$ cat src/rtl/core/ooke_pkg.sv
// ooke_pkg: shared types and constants for the remote-switch frame encoder
// no dependencies; used by every other file of the block

package ooke_pkg;

   // fixed field widths
   localparam int CTRL_ID_W = 26;
   localparam int ID_EXT_W  = 32;
   localparam int DEV_W     = 4;
   localparam int DIM_W     = 4;
   localparam int REP_W     = 8;
   localparam int TIMER_W   = 16;
   localparam int CSR_IDX_W = 2;

   // item codes
   localparam logic OP_TICK  = 1'b0;
   localparam logic OP_START = 1'b1;

   // register indexes
   localparam logic [CSR_IDX_W-1:0] CSR_SHORT_PULSE = 2'd0;
   localparam logic [CSR_IDX_W-1:0] CSR_LONG_LOW    = 2'd1;
   localparam logic [CSR_IDX_W-1:0] CSR_SYNC_LOW    = 2'd2;
   localparam logic [CSR_IDX_W-1:0] CSR_GAP         = 2'd3;

   // register reset values
   localparam logic [TIMER_W-1:0] SHORT_PULSE_RST = 16'd275;
   localparam logic [TIMER_W-1:0] LONG_LOW_RST    = 16'd1225;
   localparam logic [TIMER_W-1:0] SYNC_LOW_RST    = 16'd2675;
   localparam logic [TIMER_W-1:0] GAP_RST         = 16'd10000;

   typedef enum logic [1:0] {
      PH_IDLE = 2'd0,
      PH_SYNC = 2'd1,
      PH_DATA = 2'd2,
      PH_GAP  = 2'd3
   } phase_type;

   typedef struct packed {
      logic                 op;
      logic [CTRL_ID_W-1:0] controller_id;
      logic [DEV_W-1:0]     device_code;
      logic                 group_flag;
      logic                 on_state;
      logic [DIM_W-1:0]     dim_level;
      logic [REP_W-1:0]     repeat_count;
   } req_payload_type;

   typedef struct packed {
      logic tx_level;
      logic busy_res;
      logic start_rejected;
   } rsp_payload_type;

   // segment lengths as the sequencer sees them
   typedef struct packed {
      logic [TIMER_W-1:0] short_len;
      logic [TIMER_W-1:0] long_len;
      logic [TIMER_W-1:0] sync_len;
      logic [TIMER_W-1:0] gap_len;
   } timing_cfg_type;

endpackage

$ cat src/rtl/core/ooke_if.sv
// ooke_if: valid/ready channel interfaces for command items and line-level items
// depends on ooke_pkg for the payload types

interface ooke_req_if;
   logic                     valid;
   logic                     ready;
   ooke_pkg::req_payload_type data;

   modport source (output valid, output data, input ready);
   modport sink   (input valid, input data, output ready);
endinterface

interface ooke_rsp_if;
   logic                     valid;
   logic                     ready;
   ooke_pkg::rsp_payload_type data;

   modport source (output valid, output data, input ready);
   modport sink   (input valid, input data, output ready);
endinterface

$ cat src/rtl/core/ooke_csr.sv
// ooke_csr: timing registers with write port, zero pulse and low lengths forced to one tick
// depends on ooke_pkg

module ooke_csr (
   input  logic                                clock,
   input  logic                                reset,
   input  logic                                csr_write,
   input  logic [ooke_pkg::CSR_IDX_W-1:0]      csr_index,
   input  logic [ooke_pkg::TIMER_W-1:0]        csr_wdata,
   output ooke_pkg::timing_cfg_type            timing
);
   import ooke_pkg::*;

   logic [TIMER_W-1:0] short_ff, long_ff, sync_ff, gap_ff;

   always_ff @(posedge clock) begin
      if (reset) begin
         short_ff <= SHORT_PULSE_RST;
         long_ff  <= LONG_LOW_RST;
         sync_ff  <= SYNC_LOW_RST;
         gap_ff   <= GAP_RST;
      end else if (csr_write) begin
         unique case (csr_index)
            CSR_SHORT_PULSE: short_ff <= csr_wdata;
            CSR_LONG_LOW:    long_ff  <= csr_wdata;
            CSR_SYNC_LOW:    sync_ff  <= csr_wdata;
            CSR_GAP:         gap_ff   <= csr_wdata;
            default: ;
         endcase
      end
   end

   // a zero gap skips the gap, other zero lengths last one tick
   assign timing.short_len = (short_ff == '0) ? TIMER_W'(1) : short_ff;
   assign timing.long_len  = (long_ff  == '0) ? TIMER_W'(1) : long_ff;
   assign timing.sync_len  = (sync_ff  == '0) ? TIMER_W'(1) : sync_ff;
   assign timing.gap_len   = gap_ff;

endmodule

$ cat src/rtl/core/ooke_seq.sv
// ooke_seq: frame state, segment timer and waveform sequencer, one item per step
// depends on ooke_pkg

module ooke_seq #(
   parameter int ADDRESS_BITS = 26
) (
   input  logic                       clock,
   input  logic                       reset,
   input  logic                       step,
   input  ooke_pkg::req_payload_type  item,
   input  ooke_pkg::timing_cfg_type   timing,
   output ooke_pkg::rsp_payload_type  result
);
   import ooke_pkg::*;

   localparam int NUM_SYMBOLS = ADDRESS_BITS + 10;
   localparam int FRAME_W     = NUM_SYMBOLS;
   localparam int SYM_W       = $clog2(NUM_SYMBOLS);

   logic [FRAME_W-1:0] frame_ff, frame_in;
   logic               dim_mode_ff, dim_mode_in;
   logic [SYM_W-1:0]   sym_ff, sym_in;
   logic [1:0]         seg_ff, seg_in;
   phase_type          phase_ff, phase_in;
   logic [TIMER_W-1:0] timer_ff, timer_in;
   logic [REP_W-1:0]   rep_ff, rep_in;

   // start item decode
   logic [ID_EXT_W-1:0]     id_ext;
   logic [ADDRESS_BITS-1:0] addr;
   logic                    dim_nz;
   assign id_ext = {{(ID_EXT_W-CTRL_ID_W){1'b0}}, item.controller_id};
   assign addr   = id_ext[ADDRESS_BITS-1:0];
   assign dim_nz = (item.dim_level != '0);

   // current symbol bit and segment length
   logic [SYM_W-1:0]   pos;
   logic               cur_bit, marker;
   logic [TIMER_W-1:0] seg_len;
   logic [TIMER_W-1:0] timer_inc;
   logic               seg_done;
   logic [REP_W-1:0]   rep_dec;

   assign pos       = SYM_W'(NUM_SYMBOLS - 1) - sym_ff;
   assign cur_bit   = frame_ff[pos];
   assign marker    = dim_mode_ff && (sym_ff == SYM_W'(ADDRESS_BITS + 1));
   assign timer_inc = timer_ff + TIMER_W'(1);
   assign seg_done  = (timer_inc >= seg_len) || (timer_inc == '0);
   assign rep_dec   = rep_ff - REP_W'(1);

   always_comb begin
      seg_len = '0;
      unique case (phase_ff)
         PH_SYNC: seg_len = (seg_ff == 2'd0) ? timing.short_len : timing.sync_len;
         PH_GAP:  seg_len = timing.gap_len;
         PH_DATA: begin
            if (marker)
               seg_len = timing.short_len;
            else if (seg_ff == 2'd1)
               seg_len = cur_bit ? timing.long_len : timing.short_len;
            else if (seg_ff == 2'd3)
               seg_len = cur_bit ? timing.short_len : timing.long_len;
            else
               seg_len = timing.short_len;
         end
         default: seg_len = '0;
      endcase
   end

   // next state
   always_comb begin
      frame_in    = frame_ff;
      dim_mode_in = dim_mode_ff;
      sym_in      = sym_ff;
      seg_in      = seg_ff;
      phase_in    = phase_ff;
      timer_in    = timer_ff;
      rep_in      = rep_ff;
      if (item.op == OP_START) begin
         if (phase_ff == PH_IDLE) begin
            dim_mode_in = dim_nz;
            frame_in    = {addr, item.group_flag, item.on_state & ~dim_nz,
                           item.device_code, item.dim_level};
            sym_in      = '0;
            seg_in      = '0;
            timer_in    = '0;
            rep_in      = item.repeat_count;
            phase_in    = (item.repeat_count != '0) ? PH_SYNC : PH_IDLE;
         end
      end else if (phase_ff != PH_IDLE) begin
         timer_in = timer_inc;
         if (seg_done) begin
            timer_in = '0;
            unique case (phase_ff)
               PH_SYNC: begin
                  if (seg_ff == 2'd0) begin
                     seg_in = 2'd1;
                  end else begin
                     phase_in = PH_DATA;
                     sym_in   = '0;
                     seg_in   = '0;
                  end
               end
               PH_DATA: begin
                  if (seg_ff != 2'd3) begin
                     seg_in = seg_ff + 2'd1;
                  end else if (sym_ff != SYM_W'(NUM_SYMBOLS - 1)) begin
                     sym_in = sym_ff + SYM_W'(1);
                     seg_in = '0;
                  end else if (timing.gap_len != '0) begin
                     phase_in = PH_GAP;
                     seg_in   = '0;
                  end else begin
                     rep_in   = rep_dec;
                     sym_in   = '0;
                     seg_in   = '0;
                     phase_in = (rep_dec != '0) ? PH_SYNC : PH_IDLE;
                  end
               end
               PH_GAP: begin
                  rep_in   = rep_dec;
                  sym_in   = '0;
                  seg_in   = '0;
                  phase_in = (rep_dec != '0) ? PH_SYNC : PH_IDLE;
               end
               default: ;
            endcase
         end
      end
   end

   // outputs
   always_comb begin
      result = '0;
      if (item.op == OP_START) begin
         if (phase_ff != PH_IDLE) begin
            result.start_rejected = 1'b1;
            result.busy_res       = 1'b1;
         end else begin
            result.busy_res = (item.repeat_count != '0);
         end
      end else if (phase_ff != PH_IDLE) begin
         result.busy_res = 1'b1;
         result.tx_level = (phase_ff != PH_GAP) && !seg_ff[0];
      end
   end

   always_ff @(posedge clock) begin
      if (reset) begin
         frame_ff    <= '0;
         dim_mode_ff <= 1'b0;
         sym_ff      <= '0;
         seg_ff      <= '0;
         phase_ff    <= PH_IDLE;
         timer_ff    <= '0;
         rep_ff      <= '0;
      end else if (step) begin
         frame_ff    <= frame_in;
         dim_mode_ff <= dim_mode_in;
         sym_ff      <= sym_in;
         seg_ff      <= seg_in;
         phase_ff    <= phase_in;
         timer_ff    <= timer_in;
         rep_ff      <= rep_in;
      end
   end

   a_active_has_repeats: assert property (@(posedge clock) disable iff (reset)
      (phase_ff != PH_IDLE) |-> (rep_ff != '0))
      else $error("sequencer active with no repeats left");

   a_sync_two_segments: assert property (@(posedge clock) disable iff (reset)
      (phase_ff == PH_SYNC) |-> !seg_ff[1])
      else $error("sync phase past its low segment");

   a_idle_tick_stays_idle: assert property (@(posedge clock) disable iff (reset)
      (step && item.op == OP_TICK && phase_ff == PH_IDLE) |=> (phase_ff == PH_IDLE))
      else $error("tick item left idle");

   a_hold_without_step: assert property (@(posedge clock) disable iff (reset)
      !step |=> ($stable(phase_ff) && $stable(timer_ff) && $stable(rep_ff)))
      else $error("sequencer state moved without an item");

endmodule

$ cat src/rtl/core/ook_remote_frame_encoder.sv
// ook_remote_frame_encoder: top level of the on/off-keyed remote-switch frame encoder
// depends on ooke_pkg, ooke_if, ooke_csr and ooke_seq
//
//   channel  dir  handshake            payload
//   req_if   in   valid/ready          op, controller_id, device_code, group_flag,
//                                      on_state, dim_level, repeat_count
//   rsp_if   out  valid/ready          tx_level, busy_res, start_rejected
//   csr_*    in   write enable only    index 0..3, 16-bit data
//
// one item per clock sustained unless rsp_if stalls; each item gives one registered result
// the rate is set by the sequencer's single timer increment and segment-length compare
// reset is synchronous and active high; it restores the register defaults and idles
// a stalled result holds in the output register while the input register takes one
// more item; back-pressure then reaches req_if.ready

module ook_remote_frame_encoder #(
   parameter int ADDRESS_BITS = 26
) (
   input  logic                             clock,
   input  logic                             reset,
   ooke_req_if.sink                         req_if,
   ooke_rsp_if.source                       rsp_if,
   input  logic                             csr_write,
   input  logic [ooke_pkg::CSR_IDX_W-1:0]   csr_index,
   input  logic [ooke_pkg::TIMER_W-1:0]     csr_wdata
);
   import ooke_pkg::*;

   // input register
   logic            in_valid_ff, in_valid_in;
   req_payload_type in_data_ff;

   // result register
   logic            out_valid_ff, out_valid_in;
   rsp_payload_type out_data_ff;

   timing_cfg_type  timing;
   rsp_payload_type step_result;
   logic            advance;
   logic            step;

   // result stage free, or emptied this cycle
   assign advance      = !out_valid_ff || rsp_if.ready;
   // the held item is worked on as it moves into the result register
   assign step         = in_valid_ff && advance;
   assign req_if.ready = !in_valid_ff || advance;

   assign in_valid_in  = req_if.ready ? req_if.valid : in_valid_ff;
   assign out_valid_in = advance ? in_valid_ff : out_valid_ff;

   always_ff @(posedge clock) begin
      if (reset) begin
         in_valid_ff  <= 1'b0;
         out_valid_ff <= 1'b0;
      end else begin
         in_valid_ff  <= in_valid_in;
         out_valid_ff <= out_valid_in;
      end
   end

   // payload registers, no reset
   always_ff @(posedge clock) begin
      if (req_if.ready)
         in_data_ff <= req_if.data;
      if (step)
         out_data_ff <= step_result;
   end

   ooke_csr u_csr (
      .clock     (clock),
      .reset     (reset),
      .csr_write (csr_write),
      .csr_index (csr_index),
      .csr_wdata (csr_wdata),
      .timing    (timing)
   );

   ooke_seq #(
      .ADDRESS_BITS (ADDRESS_BITS)
   ) u_seq (
      .clock  (clock),
      .reset  (reset),
      .step   (step),
      .item   (in_data_ff),
      .timing (timing),
      .result (step_result)
   );

   assign rsp_if.valid = out_valid_ff;
   assign rsp_if.data  = out_data_ff;

endmodule

$ cat src/flat_wrapper.sv
// flat-port wrapper written by rule: the top's interface ports become plain ports
module ook_remote_frame_encoder_flat import ooke_pkg::*;
#(
   parameter int ADDRESS_BITS = 26
)
  (clock, reset, csr_write, csr_index, csr_wdata, req_if_valid, req_if_data, req_if_ready, rsp_if_valid, rsp_if_data, rsp_if_ready);
  ooke_req_if req_if_i ();
  ooke_rsp_if rsp_if_i ();
  input  logic clock;
  input  logic reset;
  input  logic csr_write;
  input  logic [ooke_pkg::CSR_IDX_W-1:0] csr_index;
  input  logic [ooke_pkg::TIMER_W-1:0] csr_wdata;
  input wire logic [$bits(req_if_i.valid)-1:0] req_if_valid;
  input wire logic [$bits(req_if_i.data)-1:0] req_if_data;
  output wire logic [$bits(req_if_i.ready)-1:0] req_if_ready;
  output wire logic [$bits(rsp_if_i.valid)-1:0] rsp_if_valid;
  output wire logic [$bits(rsp_if_i.data)-1:0] rsp_if_data;
  input wire logic [$bits(rsp_if_i.ready)-1:0] rsp_if_ready;
  assign req_if_i.valid = req_if_valid;
  assign req_if_i.data = req_if_data;
  assign req_if_ready = req_if_i.ready;
  assign rsp_if_valid = rsp_if_i.valid;
  assign rsp_if_data = rsp_if_i.data;
  assign rsp_if_i.ready = rsp_if_ready;
  ook_remote_frame_encoder #(.ADDRESS_BITS(ADDRESS_BITS)) u_core (.clock(clock), .reset(reset), .req_if(req_if_i), .rsp_if(rsp_if_i), .csr_write(csr_write), .csr_index(csr_index), .csr_wdata(csr_wdata));
endmodule
$ cat config.mk
export PLATFORM = sky130hd
export DESIGN_NAME = ook_remote_frame_encoder_flat
export DESIGN_NICKNAME = d
export VERILOG_FILES = /design/src/rtl/core/ooke_pkg.sv /design/src/rtl/core/ooke_if.sv /design/src/rtl/core/ooke_csr.sv /design/src/rtl/core/ooke_seq.sv /design/src/rtl/core/ook_remote_frame_encoder.sv /design/src/flat_wrapper.sv
export SDC_FILE = /design/constraint.sdc
export NUM_CORES = 1
export LEC_CHECK = 0
export BUFFER_PORTS_ARGS = -buffer_cell sky130_fd_sc_hd__buf_2
export CELL_PAD_IN_SITES_DETAIL_PLACEMENT = 0
export CELL_PAD_IN_SITES_GLOBAL_PLACEMENT = 2
export CORE_AREA = 4 4 165 151
export CTS_BUF_LIST = sky130_fd_sc_hd__clkbuf_8
export DETAILED_ROUTE_END_ITERATION = 10
export DIE_AREA = 0 0 169 155
export GPL_TIMING_DRIVEN = 0
export PLACE_DENSITY = 0.85
export SETUP_SLACK_MARGIN = 0.05
export SYNTH_ARGS = -nofsm -noshare
export SYNTH_HDL_FRONTEND = slang
export SYNTH_SLANG_ARGS = --single-unit
$ cat constraint.sdc
create_clock -name clock -period 6 [get_ports clock]
set_input_delay 0.3 -clock clock [delete_from_list [all_inputs] [get_ports clock]]
set_output_delay 0.3 -clock clock [all_outputs]
set_load 0.005 [all_outputs]
==> summary.md, run 1 <==
| Metric | Value |
|---|---|
| Outcome | finished clean |
| Total count of hold-check failures in the final report | 0 |
| Crit Reg-Reg Startpoint | u_core.u_seq.sym_ff[0] |
| Initial DRT Pass Iterations | 8 |
| Category of the worst setup path capture point | register |
| Die Ht | about 160 µm |
| Initial cell density of the core | 38.8% |
| Detailed Place HPWL | between 15 and 20 mm |
| Placement Cell Area | 9730 µm² |
| Post-CTS Repair Setup Buffers | 0 |
| Transition time of the tightest slew-check pin | about 0.87 ns |
| CP startpoint kind | register |
| Internal Power | roughly 1.7 mW |
| Proportion of layout cells with a drive suffix above 1 | 11.5% |
| Antenna diode count | 0 |
| Hold path depth | 3 |
| Number of antenna violations at the first check in global routing | 0 |
| Pin count of the biggest net entering global routing | 38 |
| Antenna violation net count after detailed routing | 0 |
| Reg power frac | 55.0% |
| Critical path data arrival time | between 6 and 7 ns |
| Most frequent cells in the layout | 259 x sky130_fd_sc_hd__nand2_1, 137 x sky130_fd_sc_hd__dfxtp_1, 114 x sky130_fd_sc_hd__a21oi_1, 75 x sky130_fd_sc_hd__buf_2, 57 x sky130_fd_sc_hd__clkbuf_1 |
| Most frequent standard cell in the layout excluding fill and tap cells | sky130_fd_sc_hd__nand2_1 |
| Post-placement cell count | between 1000 and 1500 |
| First-iteration detailed-routing DRC count | 563 |
| Clock tree from TritonCTS | built |
| Final worst-path cycle share | roughly 95% |
| Final core occ | a little under half |
| Area Growth Syn to Fin | 18.5% |
| Sequential element share of the synthesized area | between 40% and 50% |
| Setup violators final | 0 |
| Synth top area cells | sky130_fd_sc_hd__dfxtp_1 31%, sky130_fd_sc_hd__edfxtp_1 16%, sky130_fd_sc_hd__nand2_1 11% |
| Number of H-tree levels | 4 |
| Setup Skew | approximately 0.024 ns |
| Synth cell types | 62 |
| Post-synthesis cell area | between 8000 and 9000 µm² |
| Count of flip-flops with a built-in enable after synthesis | 48 |
| Final standard cell area without fillers | roughly 11000 µm² |
| Routed vias | slightly below 8000 |
| Mean area per synthesized cell | ~8.8 µm² |
| Placeable core region | between 20000 and 25000 µm² |
| Part of the power in the clock network | a little over a third |
| Weighted congestion reported at the end of routability-driven placement | slightly above 0.8 |
| Final critical-path required period | 5.72 ns |
| Routed wire per std cell | around 18 µm |
| Power dissipated by switching net loads | about 0.72 mW |
| Maximum ir drop on the vdd rail | ~0.00015 V |
| Floorplan die area | 26200 µm² |
| Root Driver | sky130_fd_sc_hd__clkbuf_8 |
| Total clock buffers created by CTS | 17 |
| Number of slew-limit violations in the final report | 0 |
| Number of global-route vias before repair | 7627 |
| Share of synthesized flip-flops with an asynchronous set or reset | 0% |
| Die outline width | approximately 170 µm |
| Critical Path Fanout Max | 10 |
| Number of nets in the layout | ~1200 |
| Clock input transition at the sequential cells of the worst setup and hold paths | approximately 0.12 ns |
| Power density over the cells | around 230 nW/µm² |
| Most used DFF post-synth | sky130_fd_sc_hd__dfxtp_1 |
| FP Rows | 53 |
| Max Root-Sink Buffers | 2 |
| R2R setup slack | 0.28 ns |
| FMAX | around 170 MHz |
| Count of warnings emitted by yosys | 0 |
| Total power draw | around 2.5 mW |
| Unrepaired setup endpoints after global routing | no |
| Number of standard cells in the layout, taps in and fillers out | 1467 |
| Global Route Usage Sum | about a fifth |
| Insertion delay to the later sink of the worst-skew pair | 0.48 ns |
| Setup TNS Final | 0 ns |
| End point of the worst hold path | u_core.u_csr.sync_ff[13] |
| Reg-to-reg critical path endpoint | u_core.u_seq.rep_ff[1] |
| Total routed wirelength | 26.2 mm |
| Buffers on Ports | 70 |
| DRC errors left | 0 |
| Sinks on the clock net | approximately 190 |
| Combinational Power Share | under 10% |
| Post-synthesis cell count | between 1000 and 1500 |
| Synth Net Count | about 1100 |
| Worst hold path startpoint | csr_wdata[13] |
| Headroom to the max-slew limit | about two fifths |
| Hold WC Path Type | primary input to register |
| Number of synthesized register bits | 185 |
| Category of the critical setup timing path | register to register |
| Maxcap violations | 0 |
| Portion of synthesized cell area occupied by the leading cell type | a little under a third |
| Routed vias/inst | between 5 and 6 |
| CP Data Required Time | 6.35 ns |
| Proportion of total power due to net switching | approximately 30% |
| Largest area contributor in the netlist | sky130_fd_sc_hd__dfxtp_1 |
| First-pass GRT wire length | ~42 mm |
| Leakage power of the design | 4.01 nW |
| Depth of the worst register-to-register path | 17 |
| Leftover overflow at the end of global routing | 0 |
| Ports placed on the boundary | between 70 and 80 |
## power groups by stage
stage          Sequential, mW  Combinational [mW]  Clock [mW]
6_report                 1.36               0.243       0.868
5_1_grt                  1.36               0.269       0.940
4_1_cts                  1.36               0.241       0.892
3_5_place_dp             1.39               0.218           0
3_3_place_gp             1.39               0.216           0
2_1_floorplan            1.37               0.132           0
## repair_timing
action,in CTS,in global routing
resized for setup,3,6
endpoints found under the setup margin,20,22
endpoints found under the hold margin,45,0
pin swaps,0,1
hold buffers,45,0
## sequential cells by signal, summed over array words and instances, names as in the netlist
name                      count
u_core.rsp_if.data            3
u_core.u_seq.phase_ff         2
u_core.u_seq.dim_mode_ff      1
u_core.u_csr.long_ff         16
u_core.u_seq.rep_ff           8
u_core.rsp_if.valid           1
u_core.u_seq.timer_ff        16
u_core.u_csr.short_ff        16
u_core.u_seq.frame_ff        36
u_core.u_csr.gap_ff          16
u_core.u_csr.sync_ff         16
u_core.in_data_ff            45
u_core.u_seq.sym_ff           6
u_core.in_valid_ff            1
u_core.u_seq.seg_ff           2
## worst max-delay path, cell delays in order, from the launching register on
cell and delay (ns):
sky130_fd_sc_hd__dfxtp_1 0.50, sky130_fd_sc_hd__buf_6 0.22, sky130_fd_sc_hd__mux4_2 0.54, sky130_fd_sc_hd__mux4_2 0.48, sky130_fd_sc_hd__or2_4 0.25, sky130_fd_sc_hd__a31oi_4 0.21, sky130_fd_sc_hd__nor2_1 0.12, sky130_fd_sc_hd__a311oi_4 0.47
sky130_fd_sc_hd__a222oi_1 0.23, sky130_fd_sc_hd__ha_1 0.34, sky130_fd_sc_hd__a21o_1 0.18, sky130_fd_sc_hd__a21o_1 0.16, sky130_fd_sc_hd__a2111oi_0 0.48, sky130_fd_sc_hd__o22ai_1 0.17, sky130_fd_sc_hd__or2_1 0.25, sky130_fd_sc_hd__clkbuf_1 0.23
sky130_fd_sc_hd__o211ai_4 0.40, sky130_fd_sc_hd__mux2_1 0.35
## routing by layer
metal / vias up / GRT usage [%] / share of wire (%)
met5: - / 0 / 0
met4: 0 / 5.48 / 1.6
met3: 27 / 2.87 / 4.5
met2: 200 / 30.7 / 43
met1: 3735 / 29.6 / 51
li1: 3935 / - / -
## worst max-delay path by stage
stage                      startpoint  cells past startpoint                       end
3_5_place_dp   u_core.u_seq.sym_ff[0]                     18  u_core.u_seq.timer_ff[4]
4_1_cts        u_core.u_seq.sym_ff[0]                     17    u_core.u_seq.rep_ff[1]
3_3_place_gp   u_core.u_seq.sym_ff[0]                     18  u_core.u_seq.timer_ff[6]
5_1_grt        u_core.u_seq.sym_ff[0]                     18  u_core.u_seq.timer_ff[4]
2_1_floorplan  u_core.u_seq.sym_ff[0]                     17    u_core.u_seq.rep_ff[1]
6_report       u_core.u_seq.sym_ff[0]                     17    u_core.u_seq.rep_ff[1]
## through the flow
stage,setup slack [ns],hold slack (ns)
after floorplan,1.13,0.399
after global placement,-0.149,0.438
after detailed placement,-0.113,0.443
after CTS,0.142,0.0636
after global routing,0.0353,0.0608
final,0.283,0.0921
## layout make-up
class | count | area (µm²)
Fill cell | 2237 | 12500
Tap cell | 302 | 378
Clock buffer | 17 | 234
Timing Repair Buffer | 116 | 821
Clock inverter | 15 | 190
Sequential cell | 185 | 4180
Buffer | 71 | 300
Inverter | 16 | 60.1
Multi-Input combinational cell | 745 | 4470
## kinds of logic (layout without fill, tap and decap cells)
kind of cell,Yosys count,after routing,synth area share (%)
multiplexers,36,36,5.70
flip-flops,185,185,46.6
AO/OA/AOI/OAI,211,211,14.9
buffers and inverters,87,235,3.94
AND/OR/NAND/NOR,449,449,22.9
adder cells (fa/ha/maj),28,28,3.90
XOR/XNOR,21,21,2.05
## cell usage after synthesis, types with 6 or more instances
cell type	instances
sky130_fd_sc_hd__inv_1	14
sky130_fd_sc_hd__nand3_1	41
sky130_fd_sc_hd__mux2i_1	23
sky130_fd_sc_hd__or4_1	11
sky130_fd_sc_hd__o32ai_1	6
sky130_fd_sc_hd__edfxtp_1	48
sky130_fd_sc_hd__nor3b_1	6
sky130_fd_sc_hd__a222oi_1	15
sky130_fd_sc_hd__xnor2_1	12
sky130_fd_sc_hd__dfxtp_1	137
sky130_fd_sc_hd__nor2_1	35
sky130_fd_sc_hd__a21oi_1	114
sky130_fd_sc_hd__xor2_1	9
sky130_fd_sc_hd__nor4_1	21
sky130_fd_sc_hd__mux4_1	6
sky130_fd_sc_hd__o211ai_1	9
sky130_fd_sc_hd__o21ai_0	24
sky130_fd_sc_hd__nand4_1	19
sky130_fd_sc_hd__nor2b_1	6
sky130_fd_sc_hd__and4_1	6
sky130_fd_sc_hd__clkbuf_1	60
sky130_fd_sc_hd__ha_1	28
sky130_fd_sc_hd__a31oi_1	8
sky130_fd_sc_hd__nor3_1	14
sky130_fd_sc_hd__nand2_1	260
(Power assumes the default switching activity.)
==> run 2: changes to the inputs <==
- ABC_AREA: unset -> 1
- CORE_AREA: 4 4 165 151 -> 4 4 170 156
- CTS_BUF_LIST: sky130_fd_sc_hd__clkbuf_8 -> sky130_fd_sc_hd__clkbuf_4
- DIE_AREA: 0 0 169 155 -> 0 0 174 160
- PLACE_DENSITY: 0.85 -> 0.9
- clock period: 6 -> 7.27 ns (I/O delays scaled with it)
==> run 2 against run 1 <==
Compared with the run above:
- worst setup slack improved by 2.5 ns
- clock power is 31% lower
- hold slack lost 0.040 ns
- first-iteration DRC count is 2.3% higher
- global-route usage is 0.85 points higher
- critical path depth up 9
- non-clock buffer count shrank 4
- largest power group unchanged
- register-to-register slack improved by 2.5 ns
- combinational power up 25%
- count of clock-buffer cells in the layout rose by 1
- total power decreased by 18%
==> summary.md, run 2 <==
| Metric | Value |
|---|---|
| Post-synthesis cell count | approximately 1300 |
| Leftover overflow at the end of global routing | 0 |
| Flip-flop count of the largest register, all copies and words added | 45 |
| Largest area contributor in the netlist | sky130_fd_sc_hd__dfxtp_1 |
| Post-CTS Repair Setup Buffers | 0 |
| Critical Path Fanout Max | 10 |
| Critical path data arrival time | just under 5 ns |
| Routed wire per std cell | around 17 µm |
| Setup Skew | 0.0305 ns |
| Transition time of the tightest slew-check pin | a little under 1 ns |
| Synth cell types | 43 |
| Top Metal Used | met4 |
| Proportion of layout cells with a drive suffix above 1 | around 10% |
| Number of slew-limit violations in the final report | 0 |
| Number of global-route vias before repair | between 8000 and 9000 |
| Number of nets in the layout | 1532 |
| Number of synthesized register bits | approximately 190 |
| Detailed Place HPWL | roughly 22 mm |
| Synth top area cells | sky130_fd_sc_hd__dfxtp_1 29%, sky130_fd_sc_hd__edfxtp_1 15%, sky130_fd_sc_hd__nand2_1 11% |
| Power dissipated by switching net loads | roughly 0.65 mW |
| Count of flip-flops with a built-in enable after synthesis | 48 |
| Sinks on the clock net | approximately 190 |
| Buffers on Ports | 71 |
| Global Route Usage Sum | between 20% and 30% |
| Internal Power | ~1.4 mW |
| Initial DRT Pass Iterations | 7 |
| Number of H-tree levels | 4 |
| Top cells by instance count after synthesis | 281 x sky130_fd_sc_hd__nand2_1, 147 x sky130_fd_sc_hd__nor2_1, 137 x sky130_fd_sc_hd__dfxtp_1, 123 x sky130_fd_sc_hd__o21ai_0, 122 x sky130_fd_sc_hd__inv_1 |
| CP Data Required Time | a little under 8 ns |
| Wire length on met1 | 14.0 mm |
| CP startpoint kind | register |
| Hold WC Path Type | primary input to register |
| Unrepaired setup endpoints after global routing | no |
| Number of antenna violations at the first check in global routing | 1 |
| Die outline width | 174 µm |
| Pin count of the biggest net entering global routing | 39 |
| Headroom to the max-slew limit | a little over a third |
| DRC errors left | 0 |
| Final core occ | ~45% |
| Combinational Power Share | 14.9% |
| Most used DFF post-synth | sky130_fd_sc_hd__dfxtp_1 |
| Final worst-path cycle share | between 60 and 70% |
| Total routed wirelength | a little under 30 mm |
| Largest registers | u_core.in_data_ff x45, u_core.u_seq.frame_ff x36 |
| First-pass GRT wire length | roughly 47 mm |
| Portion of synthesized cell area occupied by the leading cell type | 28.7% |
| Maxcap violations | 0 |
| Category of the critical setup timing path | register to register |
| Clock tree from TritonCTS | built |
| Routed vias | 9024 |
| Met3 wire len | 1.04 mm |
| Power density over the cells | 183 nW/µm² |
| Clock input transition at the sequential cells of the worst setup and hold paths | about 0.17 ns |
| Share of synthesized flip-flops with an asynchronous set or reset | 0% |
| Proportion of total power due to net switching | around a third |
| First-iteration detailed-routing DRC count | 576 |
| Most frequent cells in the layout | 281 x sky130_fd_sc_hd__nand2_1, 147 x sky130_fd_sc_hd__nor2_1, 137 x sky130_fd_sc_hd__dfxtp_1, 123 x sky130_fd_sc_hd__o21ai_0, 122 x sky130_fd_sc_hd__inv_1 |
| FMAX | approximately 220 MHz |
| Reg power frac | roughly 56% |
| Leakage power of the design | ~4.9 nW |
| Post-synthesis cell area | about 9600 µm² |
| Most frequent standard cell in the layout excluding fill and tap cells | sky130_fd_sc_hd__nand2_1 |
| Top-count cell post-synth | sky130_fd_sc_hd__nand2_1 |
| Antenna violation net count after detailed routing | 0 |
| Initial cell density of the core | 38.6% |
| Outcome | finished clean |
| Sequential element share of the synthesized area | ~44% |
| Ports placed on the boundary | between 70 and 80 |
| Part of the power in the clock network | 29.4% |
| Floorplan die area | between 20000 and 30000 µm² |
| Final critical-path required period | roughly 4.5 ns |
| Die Ht | roughly 160 µm |
| Placeable core region | approximately 25000 µm² |
| FP Rows | 55 |
| Mean area per synthesized cell | approximately 7.4 µm² |
| Max Root-Sink Buffers | 2 |
| Area Growth Syn to Fin | 16.2% |
| Total of fill cells in the finished design | roughly 2600 |
| Maximum ir drop on the vdd rail | approximately 0.00011 V |
| Routed vias/inst | 5.12 |
| Register with the most flip-flops | u_core.in_data_ff |
| Synth Net Count | approximately 1400 |
| Insertion delay to the later sink of the worst-skew pair | approximately 0.58 ns |
| Total power draw | 2.03 mW |
| Count of warnings emitted by yosys | 0 |
| Weighted congestion reported at the end of routability-driven placement | around 0.87 |
| Total count of hold-check failures in the final report | 0 |
| Total clock buffers created by CTS | 17 |
| Setup TNS Final | 0 ns |
| Root Driver | sky130_fd_sc_hd__clkbuf_4 |
| Category of the worst setup path capture point | register |
| Setup violators final | 0 |
| Metal2 WL | between 10 and 15 mm |
[run 2: per-stage QoR]
| stage | hold slack [ns] | area [µm²] | cells | setup slack, ns |
|---|---|---|---|---|
| floorplan | 0.430 | 9560 | 1299 | 3.84 |
| global placement | 0.453 | 10300 | 1683 | 2.81 |
| detailed placement | 0.458 | 10300 | 1684 | 2.85 |
| CTS | 0.0122 | 11100 | 1762 | 2.78 |
| global route | 0.00950 | 11100 | 1763 | 2.31 |
| finish | 0.0526 | 11100 | 1763 | 2.80 |
[run 2: what timing repair did]
item                       4_1_cts  5_1_grt
hold buffers                    46        0
hold endpoints to repair        46        0
gates resized for setup          0        0
setup endpoints to repair        0        0
[run 2: logic make-up after synthesis]
logic type                 count (synthesis)  share of synthesized area (%)
muxes                                      1                          0.105
adders and majority gates                 28                           3.67
buffers and inverters                    196                           8.20
xor gates and xnor gates                  12                           1.10
DFF                                      185                           43.8
and+or+nand+nor                          625                           29.0
AOI/OAI and AO/OA                        252                           14.2
[run 2: routing by layer]
| metal | GRT usage (%) | vias to the layer above |
|---|---|---|
| met4 | 5.65 | 0 |
| met3 | 3.15 | 33 |
| met5 | 0 | - |
| li1 | - | 4620 |
| met1 | 29.1 | 4175 |
| met2 | 34.0 | 196 |
[run 2: area by class of cell]
class | instances | area [µm²] | share of cell area [%]
multi-input combinational | 918 | 4590 | 41.4
sequential | 185 | 4180 | 37.7
timing repair buffer | 118 | 836 | 7.53
inverter | 131 | 492 | 4.43
tap | 313 | 392 | 3.53
buffer | 65 | 292 | 2.63
clock inverter | 14 | 175 | 1.58
clock buffer | 18 | 135 | 1.22
antenna | 1 | 2.50 | 0.0225
[run 2: power groups by stage]
stage	logic, mW	clock network (mW)	registers, mW
2_1_floorplan	0.188	0	1.15
3_3_place_gp	0.279	0	1.16
3_5_place_dp	0.280	0	1.16
4_1_cts	0.300	0.612	1.13
5_1_grt	0.341	0.656	1.14
6_report	0.303	0.597	1.13
[run 2: path summary, 6_finish.rpt]
path | start | slack (ns) | depth (start not counted) | endpoint
max | u_core.u_seq.sym_ff[2] | 2.80 | 26 | u_core.u_seq.timer_ff[5]
min reg2reg | u_core.u_csr.gap_ff[5] | 0.49 | 2 | u_core.u_csr.gap_ff[5]
min | csr_wdata[8] | 0.05 | 3 | u_core.u_csr.gap_ff[8]
max reg2reg | u_core.u_seq.sym_ff[2] | 2.80 | 26 | u_core.u_seq.timer_ff[5]
[run 2: worst max-delay path: stages, from the launching register on]
cell,delay [ns]
sky130_fd_sc_hd__dfxtp_1,0.36
sky130_fd_sc_hd__buf_2,0.21
sky130_fd_sc_hd__inv_2,0.10
sky130_fd_sc_hd__ha_1,0.22
sky130_fd_sc_hd__xnor2_1,0.32
sky130_fd_sc_hd__nand3_1,0.13
sky130_fd_sc_hd__nand3b_1,0.11
sky130_fd_sc_hd__nand3_2,0.22
sky130_fd_sc_hd__nand2_2,0.22
sky130_fd_sc_hd__buf_4,0.22
sky130_fd_sc_hd__nand2_1,0.07
sky130_fd_sc_hd__nand3_1,0.07
sky130_fd_sc_hd__nand3_1,0.10
sky130_fd_sc_hd__a21oi_1,0.23
sky130_fd_sc_hd__ha_1,0.28
sky130_fd_sc_hd__nand2_1,0.08
sky130_fd_sc_hd__inv_1,0.04
sky130_fd_sc_hd__o21ai_0,0.13
sky130_fd_sc_hd__nand2_1,0.06
sky130_fd_sc_hd__nor2_1,0.13
sky130_fd_sc_hd__nand2_1,0.06
sky130_fd_sc_hd__nor2_1,0.24
sky130_fd_sc_hd__nand3_4,0.19
sky130_fd_sc_hd__nor2_4,0.22
sky130_fd_sc_hd__buf_6,0.18
sky130_fd_sc_hd__nand2_1,0.06
sky130_fd_sc_hd__a21oi_1,0.13
